**src/rtl/kns_pkg.sv**
```systemverilog
// Shared constants, types and helper functions for the k-nearest sample select block.
// Depends on nothing; every other file in rtl/ refers to it by scoped names.
package kns_pkg;

	localparam int LIST_DEPTH = 8;
	localparam int COORD_BITS = 12;

	localparam int IN_COORD_W = 12;
	localparam int CHAN_W     = 8;
	localparam int COLOR_W    = 3 * CHAN_W;
	localparam int CFG_W      = 7;
	localparam int RANK_W     = 6;
	localparam int OUT_DIST_W = 25;

	localparam int SQ_W   = 2 * COORD_BITS;
	localparam int DIST_W = SQ_W + 1;
	localparam int CNT_W  = $clog2(LIST_DEPTH + 1);
	localparam int IDX_W  = (LIST_DEPTH > 1) ? $clog2(LIST_DEPTH) : 1;

	localparam logic [CFG_W-1:0] NEIGHBOR_COUNT_RESET = 7'd4;

	// Sort key: distance first, then the packed colour, so a plain unsigned
	// compare of the whole vector gives the required ordering.
	typedef struct packed {
		logic [DIST_W-1:0]  dsq;
		logic [COLOR_W-1:0] color;
	} key_t;

	typedef struct packed {
		logic valid;
		logic first;
		logic last;
		key_t key;
	} sample_t;

	typedef struct packed {
		logic load;
		logic occupied;
	} cell_ctrl_t;

	function automatic logic [COORD_BITS-1:0] coord_of(input logic [IN_COORD_W-1:0] v);
		logic [IN_COORD_W+COORD_BITS-1:0] w;
		w = {{COORD_BITS{1'b0}}, v};
		return w[COORD_BITS-1:0];
	endfunction

endpackage

```
**src/rtl/kns_dist.sv**
```systemverilog
// Three-stage squared-distance pipeline: absolute differences, squares, sum.
// Depends on kns_pkg for widths and the sample_t type.
module kns_dist (
	input  logic                            clk,
	input  logic                            arst_n,
	input  logic                            take,
	input  logic [kns_pkg::IN_COORD_W-1:0]  query_x,
	input  logic [kns_pkg::IN_COORD_W-1:0]  query_y,
	input  logic [kns_pkg::IN_COORD_W-1:0]  sample_x,
	input  logic [kns_pkg::IN_COORD_W-1:0]  sample_y,
	input  logic [kns_pkg::COLOR_W-1:0]     color,
	input  logic                            first,
	input  logic                            last,
	output kns_pkg::sample_t                sample,
	output logic                            last_busy
);

	logic [kns_pkg::COORD_BITS-1:0] qx, qy, sx, sy;
	logic [kns_pkg::COORD_BITS-1:0] dx_s1, dy_s1;
	logic [kns_pkg::SQ_W-1:0]       sqx_s2, sqy_s2;
	logic [kns_pkg::DIST_W-1:0]     dist_s3;
	logic [kns_pkg::COLOR_W-1:0]    color_s1, color_s2, color_s3;
	logic                           v_s1, v_s2, v_s3;
	logic                           first_s1, first_s2, first_s3;
	logic                           last_s1, last_s2, last_s3;

	assign qx = kns_pkg::coord_of(query_x);
	assign qy = kns_pkg::coord_of(query_y);
	assign sx = kns_pkg::coord_of(sample_x);
	assign sy = kns_pkg::coord_of(sample_y);

	always_ff @(posedge clk or negedge arst_n) begin
		if (!arst_n) begin
			v_s1 <= 1'b0;
			v_s2 <= 1'b0;
			v_s3 <= 1'b0;
		end else begin
			v_s1 <= take;
			v_s2 <= v_s1;
			v_s3 <= v_s2;
		end
	end

	always_ff @(posedge clk) begin
		dx_s1    <= (qx > sx) ? (qx - sx) : (sx - qx);
		dy_s1    <= (qy > sy) ? (qy - sy) : (sy - qy);
		color_s1 <= color;
		first_s1 <= first;
		last_s1  <= last;

		sqx_s2   <= kns_pkg::SQ_W'(dx_s1) * kns_pkg::SQ_W'(dx_s1);
		sqy_s2   <= kns_pkg::SQ_W'(dy_s1) * kns_pkg::SQ_W'(dy_s1);
		color_s2 <= color_s1;
		first_s2 <= first_s1;
		last_s2  <= last_s1;

		dist_s3  <= kns_pkg::DIST_W'(sqx_s2) + kns_pkg::DIST_W'(sqy_s2);
		color_s3 <= color_s2;
		first_s3 <= first_s2;
		last_s3  <= last_s2;
	end

	assign sample.valid     = v_s3;
	assign sample.first     = first_s3;
	assign sample.last      = last_s3;
	assign sample.key.dsq   = dist_s3;
	assign sample.key.color = color_s3;

	assign last_busy = (v_s1 & last_s1) | (v_s2 & last_s2) | (v_s3 & last_s3);

endmodule

```
**src/rtl/kns_cell.sv**
```systemverilog
// One slot of the sorted neighbour list: compares the new key against its own
// and either keeps, takes the new key or takes its left neighbour's key. Uses kns_pkg.
module kns_cell (
	input  logic                clk,
	input  kns_pkg::cell_ctrl_t ctl,
	input  kns_pkg::key_t       new_key,
	input  kns_pkg::key_t       left_key,
	input  logic                left_after,
	output kns_pkg::key_t       key,
	output logic                after
);

	kns_pkg::key_t key_q;

	// An empty slot, or one holding a strictly greater key, lies at or after
	// the insertion point.
	assign after = !ctl.occupied || (key_q > new_key);
	assign key   = key_q;

	always_ff @(posedge clk) begin
		if (ctl.load) begin
			if (after && !left_after) begin
				key_q <= new_key;
			end else if (left_after) begin
				key_q <= left_key;
			end
		end
	end

endmodule

```
**src/rtl/k_nearest_sample_select_core.sv**
```systemverilog
// The first result of a set is offered once its last_of_set sample has passed the distance
// pipeline, the list insertion and the output register. Throughput: one sample per cycle
// while no set is closing; a last_of_set sample holds the input off while in the pipeline and
// until its last neighbour is loaded, stalls included: the cell chain has one read-out port.
// Reset (asynchronous, active low): list empty, neighbour count 4, pipelines idle.
// The list contents themselves are not reset; only slots below the fill count are read.
module k_nearest_sample_select_core (
	input  logic                               clk,
	input  logic                               arst_n,
	// configuration write channel
	input  logic                               cfg_valid,
	output logic                               cfg_ready,
	input  logic [kns_pkg::CFG_W-1:0]          cfg_data,
	// sample channel
	input  logic                               in_valid,
	output logic                               in_ready,
	input  logic [kns_pkg::IN_COORD_W-1:0]     query_x,
	input  logic [kns_pkg::IN_COORD_W-1:0]     query_y,
	input  logic [kns_pkg::IN_COORD_W-1:0]     sample_x,
	input  logic [kns_pkg::IN_COORD_W-1:0]     sample_y,
	input  logic [kns_pkg::CHAN_W-1:0]         chan_zero,
	input  logic [kns_pkg::CHAN_W-1:0]         chan_one,
	input  logic [kns_pkg::CHAN_W-1:0]         chan_two,
	input  logic                               first_of_set,
	input  logic                               last_of_set,
	// neighbour channel
	output logic                               out_valid,
	input  logic                               out_ready,
	output logic [kns_pkg::RANK_W-1:0]         rank,
	output logic [kns_pkg::OUT_DIST_W-1:0]     distance_sq,
	output logic [kns_pkg::CHAN_W-1:0]         out_chan_zero,
	output logic [kns_pkg::CHAN_W-1:0]         out_chan_one,
	output logic [kns_pkg::CHAN_W-1:0]         out_chan_two,
	output logic                               final_entry
);

	// Configuration register; cfg_ready is tied high. Writes are only to be made while the block
	// is idle; the block itself does not enforce this.
	logic [kns_pkg::CFG_W-1:0] count_q;
	logic [kns_pkg::CNT_W-1:0] eff_k;

	assign cfg_ready = 1'b1;

	always_ff @(posedge clk or negedge arst_n) begin
		if (!arst_n) begin
			count_q <= kns_pkg::NEIGHBOR_COUNT_RESET;
		end else if (cfg_valid && cfg_ready) begin
			count_q <= cfg_data;
		end
	end

	// The effective k saturates at the list depth.
	assign eff_k = (count_q > kns_pkg::CFG_W'(kns_pkg::LIST_DEPTH)) ?
		kns_pkg::CNT_W'(kns_pkg::LIST_DEPTH) : kns_pkg::CNT_W'(count_q);

	// Distance pipeline. A sample entering it is accepted whenever no closing sample
	// is in flight and the list is not being read out.
	logic             in_take;
	logic             last_busy;
	logic             emit_active_q;
	kns_pkg::sample_t smp;

	assign in_ready = !last_busy && !emit_active_q;
	assign in_take  = in_valid && in_ready;

	kns_dist u_dist (
		.clk       (clk),
		.arst_n    (arst_n),
		.take      (in_take),
		.query_x   (query_x),
		.query_y   (query_y),
		.sample_x  (sample_x),
		.sample_y  (sample_y),
		.color     ({chan_zero, chan_one, chan_two}),
		.first     (first_of_set),
		.last      (last_of_set),
		.sample    (smp),
		.last_busy (last_busy)
	);

	// Fill count as seen by the arriving sample: cleared by first_of_set, then cut
	// to the current k in case the count was lowered within a set.
	logic [kns_pkg::CNT_W-1:0] held_q;
	logic [kns_pkg::CNT_W-1:0] held_start;
	logic [kns_pkg::CNT_W-1:0] held_cut;
	logic [kns_pkg::CNT_W-1:0] held_next;

	assign held_start = smp.first ? '0 : held_q;
	assign held_cut   = (held_start > eff_k) ? eff_k : held_start;

	// The chain of cells. Every cell sees the new key; each one passes its key and
	// its "at or after the insertion point" flag to its right-hand neighbour, so the
	// whole insertion, shift included, is registered at the same clock edge in every cell.
	kns_pkg::key_t                  cell_key [kns_pkg::LIST_DEPTH];
	logic [kns_pkg::LIST_DEPTH-1:0] cell_after;
	logic [kns_pkg::LIST_DEPTH-1:0] below_k;

	for (genvar i = 0; i < kns_pkg::LIST_DEPTH; i++) begin : g_cell
		localparam logic [kns_pkg::CNT_W-1:0] SLOT = kns_pkg::CNT_W'(i);

		kns_pkg::cell_ctrl_t ctl;
		kns_pkg::key_t       left_key;
		logic                left_after;

		assign ctl.load     = smp.valid;
		assign ctl.occupied = SLOT < held_cut;
		assign below_k[i]   = SLOT < eff_k;

		if (i == 0) begin : g_head
			assign left_key   = smp.key;
			assign left_after = 1'b0;
		end else begin : g_body
			assign left_key   = cell_key[i-1];
			assign left_after = cell_after[i-1];
		end

		kns_cell u_cell (
			.clk        (clk),
			.ctl        (ctl),
			.new_key    (smp.key),
			.left_key   (left_key),
			.left_after (left_after),
			.key        (cell_key[i]),
			.after      (cell_after[i])
		);
	end

	// The sample is kept when its insertion point lies within the first k slots.
	// Slots from k onwards may take shifted keys, but they are never read before
	// being written again.
	logic ins_ok;

	assign ins_ok    = |(cell_after & below_k);
	assign held_next = (ins_ok && (held_cut < eff_k)) ?
		kns_pkg::CNT_W'(held_cut + 1'b1) : held_cut;

	always_ff @(posedge clk or negedge arst_n) begin
		if (!arst_n) begin
			held_q <= '0;
		end else if (smp.valid) begin
			held_q <= held_next;
		end
	end

	// Read-out. After a closing sample has been inserted the list is walked from
	// rank 0 into the output register, one entry per cycle while the register is
	// free or being emptied. The input stays closed until the last entry has been
	// loaded, so the list does not move underneath the walk.
	logic [kns_pkg::CNT_W-1:0] emit_idx_q;
	logic                      out_valid_q;
	logic                      slot_free;
	logic                      emit_load;
	logic                      emit_last;
	kns_pkg::key_t             emit_key;

	assign slot_free = !out_valid_q || out_ready;
	assign emit_load = emit_active_q && slot_free;
	assign emit_last = kns_pkg::CNT_W'(emit_idx_q + 1'b1) == held_q;
	assign emit_key  = cell_key[emit_idx_q[kns_pkg::IDX_W-1:0]];

	always_ff @(posedge clk or negedge arst_n) begin
		if (!arst_n) begin
			emit_active_q <= 1'b0;
			emit_idx_q    <= '0;
			out_valid_q   <= 1'b0;
		end else begin
			if (smp.valid && smp.last) begin
				emit_active_q <= held_next != '0;
				emit_idx_q    <= '0;
			end else if (emit_load) begin
				emit_active_q <= !emit_last;
				emit_idx_q    <= kns_pkg::CNT_W'(emit_idx_q + 1'b1);
			end

			if (emit_load) begin
				out_valid_q <= 1'b1;
			end else if (out_ready) begin
				out_valid_q <= 1'b0;
			end
		end
	end

	// Output payload register; it only changes when a new entry is loaded.
	logic [kns_pkg::RANK_W-1:0]     rank_q;
	logic [kns_pkg::OUT_DIST_W-1:0] dist_q;
	logic [kns_pkg::COLOR_W-1:0]    color_q;
	logic                           final_q;

	always_ff @(posedge clk) begin
		if (emit_load) begin
			rank_q  <= kns_pkg::RANK_W'(emit_idx_q);
			dist_q  <= kns_pkg::OUT_DIST_W'(emit_key.dsq);
			color_q <= emit_key.color;
			final_q <= emit_last;
		end
	end

	assign out_valid     = out_valid_q;
	assign rank          = rank_q;
	assign distance_sq   = dist_q;
	assign out_chan_zero = color_q[3*kns_pkg::CHAN_W-1:2*kns_pkg::CHAN_W];
	assign out_chan_one  = color_q[2*kns_pkg::CHAN_W-1:kns_pkg::CHAN_W];
	assign out_chan_two  = color_q[kns_pkg::CHAN_W-1:0];
	assign final_entry   = final_q;

endmodule

```
**config.mk**
```make
export PLATFORM = sky130hd
export DESIGN_NAME = k_nearest_sample_select_core
export DESIGN_NICKNAME = d
export VERILOG_FILES = /design/src/rtl/kns_pkg.sv /design/src/rtl/kns_dist.sv /design/src/rtl/kns_cell.sv /design/src/rtl/k_nearest_sample_select_core.sv
export SDC_FILE = /design/constraint.sdc
export NUM_CORES = 2
export LEC_CHECK = 0
export ABC_AREA = 1
export BUFFER_PORTS_ARGS = -buffer_cell sky130_fd_sc_hd__buf_2
export CAP_MARGIN = 20
export CORE_MARGIN = 2
export CORE_UTILIZATION = 60
export DETAILED_ROUTE_END_ITERATION = 10
export PLACE_DENSITY = 0.85
export SLEW_MARGIN = 20
export SYNTH_ARGS = -nofsm -noshare
export SYNTH_HDL_FRONTEND = slang
export SYNTH_SLANG_ARGS = --single-unit
export TNS_END_PERCENT = 30
```
**constraint.sdc**
```tcl
create_clock -name clk -period 8.3 [get_ports clk]
set_input_delay 1.66 -clock clk [delete_from_list [all_inputs] [get_ports clk]]
set_output_delay 1.66 -clock clk [all_outputs]
set_load 0.02 [all_outputs]
```
======== Yosys cells after proc, flatten, opt, wreduce, memory -nomap -nowiden ========
Index checks and enable logic that the tools add are counted.
word-level totals
  bits in registers ....................... 641
  bits of input ports ..................... 86
  output and inout port bits .............. 59
  logic and storage cells ................. 177
cells by class
  add/subtract/negate cells ............... 7
  multipliers ............................. 2
  order comparisons ....................... 30
  eq/ne operators ......................... 1
  mux-type cells .......................... 29
  bitwise operators ....................... 7
  reduce and logical (&&, ||, !) cells .... 59
operator list
  cell                                                            number
  2-to-1 mux 49 bit                                               16
  greater-than comparator 49 bit                                  8
  binary-select mux 49 bit (select 3 bit)                         1
  multiplier 12 x 12 -> 24 bit                                    2
  subtractor 12 bit                                               4
  less-than comparator 3 x 4 -> 1 bit (first input constant)      8
  adder 24 x 24 -> 25 bit                                         1
  greater-than comparator 12 bit                                  2
  2-to-1 mux 12 bit                                               2
  2-to-1 mux 4 bit                                                6
  zero test 1 bit                                                 19
  nonzero test 2 bit                                              9
  less-than comparator 1 x 4 -> 1 bit (first input constant)      4
  less-than comparator 2 x 4 -> 1 bit (first input constant)      4
  AND reduction 2 bit                                             8
  logical AND 1 bit                                               12
  logical OR 1 bit                                                9
  adder 4 x 1 -> 4 bit (second input constant)                    2
  bitwise AND 8 bit                                               1
  OR reduction 8 bit                                              1
  greater-than comparator 7 x 4 -> 1 bit (second input constant)  1
  equality test 4 bit                                             1
  >= comparator 4 bit (second input constant)                     1
  greater-than comparator 4 bit                                   1
  other kinds (6)                                                 12

======== Logic depth before layout (Yosys ltp) ========
  depth after elaboration ................. 13
  depth in mapped cells ................... 27

======== Cells and area by module ========
From an unflattened synthesis, not the netlist that was laid out.
unflattened totals
  cells, all modules ...................... 6926
  area total of the unflattened synthesis .. 51844.7 sq um
by module, submodules not included
  module                        instances  cells each  area each (sq um)
  kns_cell                      8          463         3608.5
  kns_dist                      1          2250        16668.5
  k_nearest_sample_select_core  1          972         6308.6

======== Worst setup path after synthesis ========
No wires, ideal clock.
  path type ............................... flip-flop to flip-flop
  from .................................... register count_q[5] (netlist name)
  to ...................................... register g_cell[1].u_cell.key_q, in the netlist g_cell[1].u_cell.key[0], enable pin
  library setup time ...................... 0.523 ns
  arrival ................................. 5.593 ns
  data required time ...................... 7.777 ns
  setup slack ............................. 2.183 ns
  cell stages (with the launch flop) ...... 17
  path buffers ............................ 0
  clock period less this slack ............ 6.117 ns
  cells stage by stage .................... dfrtp_1 -> nor3_4 -> nand2_4 -> nor2_4 -> inv_2 -> ha_1 -> a21oi_1 -> o21ai_2 -> nand2_2 -> nand2_1 -> o21ai_4 -> inv_1 -> ha_1 -> nand2_1 -> nand2_1 -> inv_1 -> o21ai_0
between the ends
  cells in the longest elaborated chain, start to end .. 11
  elaborated cells between the ends (all ways) .. 14
  those cells by class .................... order compare: 4; mux: 2; reduce/logical: 8
RTL lines
  element                                   RTL line                             text
  from (decl)                               k_nearest_sample_select_core.sv:39   logic [kns_pkg::CFG_W-1:0] count_q;
  from (signal assigned)                    k_nearest_sample_select_core.sv:46   count_q <= kns_pkg::NEIGHBOR_COUNT_RESET;
  from (signal assigned)                    k_nearest_sample_select_core.sv:48   count_q <= cfg_data;
  greater-than comparator 7 x 4 -> 1 bit *  k_nearest_sample_select_core.sv:53   assign eff_k = (count_q > kns_pkg::CFG_W'(kns_pkg::LIST_DEPTH)) ?
  2-to-1 mux 4 bit *                        k_nearest_sample_select_core.sv:53
  greater-than comparator 4 bit             k_nearest_sample_select_core.sv:89   assign held_cut = (held_start > eff_k) ? eff_k : held_start;
  2-to-1 mux 4 bit *                        k_nearest_sample_select_core.sv:89
  less-than comparator 1 x 4 -> 1 bit       k_nearest_sample_select_core.sv:106  assign ctl.occupied = SLOT < held_cut;
  zero test 1 bit                           kns_cell.sv:17                       assign after = !ctl.occupied || (key_q > new_key);
  logical OR 1 bit                          kns_cell.sv:17
  zero test 1 bit                           kns_cell.sv:22                       if (after && !left_after) begin
  logical AND 1 bit                         kns_cell.sv:22
  nonzero test 2 bit (no source line) *     --
  AND reduction 2 bit (no source line) *    --
  to (signal assigned)                      kns_cell.sv:23                       key_q <= new_key;
  to (signal assigned)                      kns_cell.sv:25                       key_q <= left_key;
  to (decl)                                 kns_cell.sv:13                       kns_pkg::key_t key_q;
Every way passes the cells marked *; elsewhere a longest branch is shown, timed or not.
A chain may end at the register's enable or synchronous reset.

======== Final worst setup path ========
  from .................................... register u_dist.dx_s1[3] (netlist name)
  to ...................................... register u_dist.sqx_s2[23] (netlist name)
between the ends
  cells in the longest elaborated chain, start to end .. 1
RTL lines
  element                       RTL line        text
  from (decl)                   kns_dist.sv:19  logic [kns_pkg::COORD_BITS-1:0] dx_s1, dy_s1;
  from (signal assigned)        kns_dist.sv:45  dx_s1 <= (qx > sx) ? (qx - sx) : (sx - qx);
  multiplier 12 x 12 -> 24 bit  kns_dist.sv:51  sqx_s2 <= kns_pkg::SQ_W'(dx_s1) * kns_pkg::SQ_W'(dx_s1);
  to (signal assigned)          kns_dist.sv:51
  to (decl)                     kns_dist.sv:20  logic [kns_pkg::SQ_W-1:0] sqx_s2, sqy_s2;
Every way passes these cells.

==> qor.csv <==
metric,value,unit
area delta synth->final,8.345,%
post-synthesis sequential area ratio,38.35,%
Mapped Area,45270,sq um
first-pass GRT wire length,184.5,mm
Detailed Route Iter0 Violations,3515,
Setup Buffers After CTS,0,
CP Class,flop to flop,
Core Region,74570,sq um
GR Util All Layers,29.45,%
Die Ht,278.7,um
Root Driver,clkbuf_16,
most frequent cells in the layout,"nand2_1, inv_1, o21ai_0, ha_1, edfxtp_1",
cts bufs inserted,69,
PortBufs,141,
"most common cell after layout, fill and taps aside",nand2_1,
Avg Inst Size Synth,8.675,sq um
DR WL/cell,18.08,um
synth top area cells,"edfxtp_1, ha_1, nand2_1",
clock sinks,639,
top_reg_cell synth,edfxtp_1,
Ant. Diodes,0,
Vias/cell,5.822,
f_max,174.6,MHz
number of global-route vias before repair,36606,
post-route clock period utilization,69.00,%
Post-DRT Antenna Nets,0,
Die Wd,278.7,um
drt total wl,113.9,mm
share of layout cells above drive strength 1,6.120,%
Yosys top cell area share,29.59,%
initial core utilization,60.70,%
"flops & latches, synth",639,
std cell rows,100,
number of distinct library cells after synthesis,60,
CP Launch Type,flop,
"Clk Latency, worst-skew pair",0.63,ns
DP Cell Count,6167,
TritonCTS clock tree,done,
Critical Path Fanout Max,12,
unrepaired setup endpoints after global routing,no,
Pins Over Slew Limit,0,
Tightest Pin Transition,1.122,ns
CTS Hold Buffers Added,0,
initial antenna violation count,0,
clk slew on worst S/H paths,0.06,ns
Post-synth EDFFs,446,
Worst EP required,8.84,ns
YS warnings,0,
largest area contributor in the netlist,edfxtp_1,
DRC Markers,0,
final worst slack,2.573,ns
Slew HR,25.19,%
Crit. End Element,flop,
num ports,145,
fill cell count,5746,
drt pass-1 iters,6,
Max clock buf depth,3,
status,finished clean,
Mapped Cells,5218,
"FFs w/ async S/R, synth",3.130,%
Period minus WS final,5.727,ns
Die ar.,77660,sq um
DP Worst Slack,2.644,ns
total number of vias,36657,
Setup Skew,0.02906,ns
max-cap violations,0,
register area,17370,sq um
hpwl dp,83.07,mm
CTS H-Tree Depth,3,
Final setup viols,0,
Multi-input gate area,24680,sq um
GR Overflow Total,0,
"Cell Count, Final, Fillers Out",6296,
final net count,6112,
"Hold Violations, Final",0,
crit path DAT,6.26,ns
min-delay worst type,flop to flop,
setup_tns,0,ns
largest net degree at the start of global routing,102,
Final GP Congestion,0.9210,
Post-CTS Resized,0,
path summary, 6_finish.rpt:
path	from	depth (start not counted)	slack, ns	endpoint
worst min-delay path	u_dist.color_s2[12]	0	0.31	u_dist.color_s3[12]
worst min register to register	u_dist.color_s2[12]	0	0.31	u_dist.color_s3[12]
worst max-delay path	u_dist.dx_s1[3]	24	2.57	u_dist.sqx_s2[23]
min in group asynchronous	arst_n	1	1.01	count_q[4]
max in group asynchronous	arst_n	1	6.89	emit_idx_q[0]
worst max register to register	u_dist.dx_s1[3]	24	2.57	u_dist.sqx_s2[23]
state kept, by name (all words and copies together), names as in the netlist, 4 cells and up:
register,count
g_cell.u_cell.key,392
distance_sq,25
u_dist.dist_s3,25
color_q,24
u_dist.color_s1,24
u_dist.color_s2,24
u_dist.color_s3,24
u_dist.sqx_s2,23
u_dist.sqy_s2,23
u_dist.dx_s1,12
u_dist.dy_s1,12
count_q,7
emit_idx_q,4
held_q,4
rank,4
cell families (layout without fill, tap and decap cells):
| logic type | after synthesis | in the layout | synth area share (%) |
|---|---|---|---|
| AND/OR/NAND/NOR | 1711 | 1711 | 14.94 |
| AO/OA/AOI/OAI | 1125 | 1125 | 13.38 |
| buffers and inverters | 872 | 980 | 7.391 |
| adder cells (fa/ha/maj) | 756 | 756 | 23.68 |
| flip-flops | 639 | 639 | 38.35 |
| XOR/XNOR | 99 | 99 | 1.916 |
| multiplexers | 14 | 14 | 0.3262 |
| other | 2 | 3 | 0.01659 |
critical path, stage by stage (launching register included):
cell	delay, ns
dfxtp_1	0.63
nand2_1	0.17
inv_1	0.11
fa_1	0.44
fa_1	0.51
inv_1	0.05
fa_1	0.48
inv_1	0.05
fa_1	0.53
inv_1	0.05
fa_1	0.53
inv_1	0.04
ha_1	0.34
a21oi_1	0.15
o21ai_0	0.13
nand2_1	0.08
o211ai_1	0.08
a31oi_1	0.32
inv_1	0.09
a21oi_1	0.21
o21ai_0	0.17
a21oi_1	0.16
nor2_1	0.05
nor2_1	0.11
xor2_1	0.16
metrics by stage:
| step | utilization [%] | hold WS, ns | instance area [sq um] |
|---|---|---|---|
| after floorplan | - | 0.3096 | 45270 |
| after global placement | 62.65 | 0.3109 | 46720 |
| after detailed placement | 62.65 | 0.3121 | 46720 |
| after CTS | 65.73 | 0.3118 | 49020 |
| after global routing | 65.77 | 0.3260 | 49040 |
| final | 65.77 | 0.3088 | 49040 |
synth_stat cells, types with 4 or more instances:
library cell	instances
nand2_1	1123
inv_1	683
o21ai_0	620
ha_1	588
edfxtp_1	446
nor2_1	418
a21oi_1	294
dfxtp_1	173
fa_1	168
clkbuf_1	146
nand3_1	72
xor2_1	69
a31oi_1	57
o22ai_1	49
nand4_1	37
a21o_1	30
xnor2_1	30
nor3_1	25
dfrtp_1	19
buf_2	17
o21a_1	16
buf_4	12
mux2i_1	8
nand3b_1	8
o21bai_1	8
buf_1	7
o21ai_1	7
a211oi_1	6
a221oi_1	6
mux2_2	6
o211ai_1	6
inv_2	5
or2_2	5
and3_1	4
final cells by class:
type,count,share of cell area (%)
Multi-Input combinational cell,3708,50.33
Sequential cell,639,35.41
Inverter,689,5.291
Clock buffer,109,4.424
Tap cell,969,2.472
Timing Repair Buffer,163,1.816
Clock inverter,19,0.2577
per-layer routing:
metal	track usage, %	share of wire, %	vias to the layer above
met5	0	0	-
met3	4.544	8.2	336
met2	50.04	48	1634
li1	-	-	17526
met4	16.57	5.7	0
met1	35.87	38	17161
Power is not shown: default switching activity piles up to over one toggle a cycle in this logic, so the estimate is an artifact.
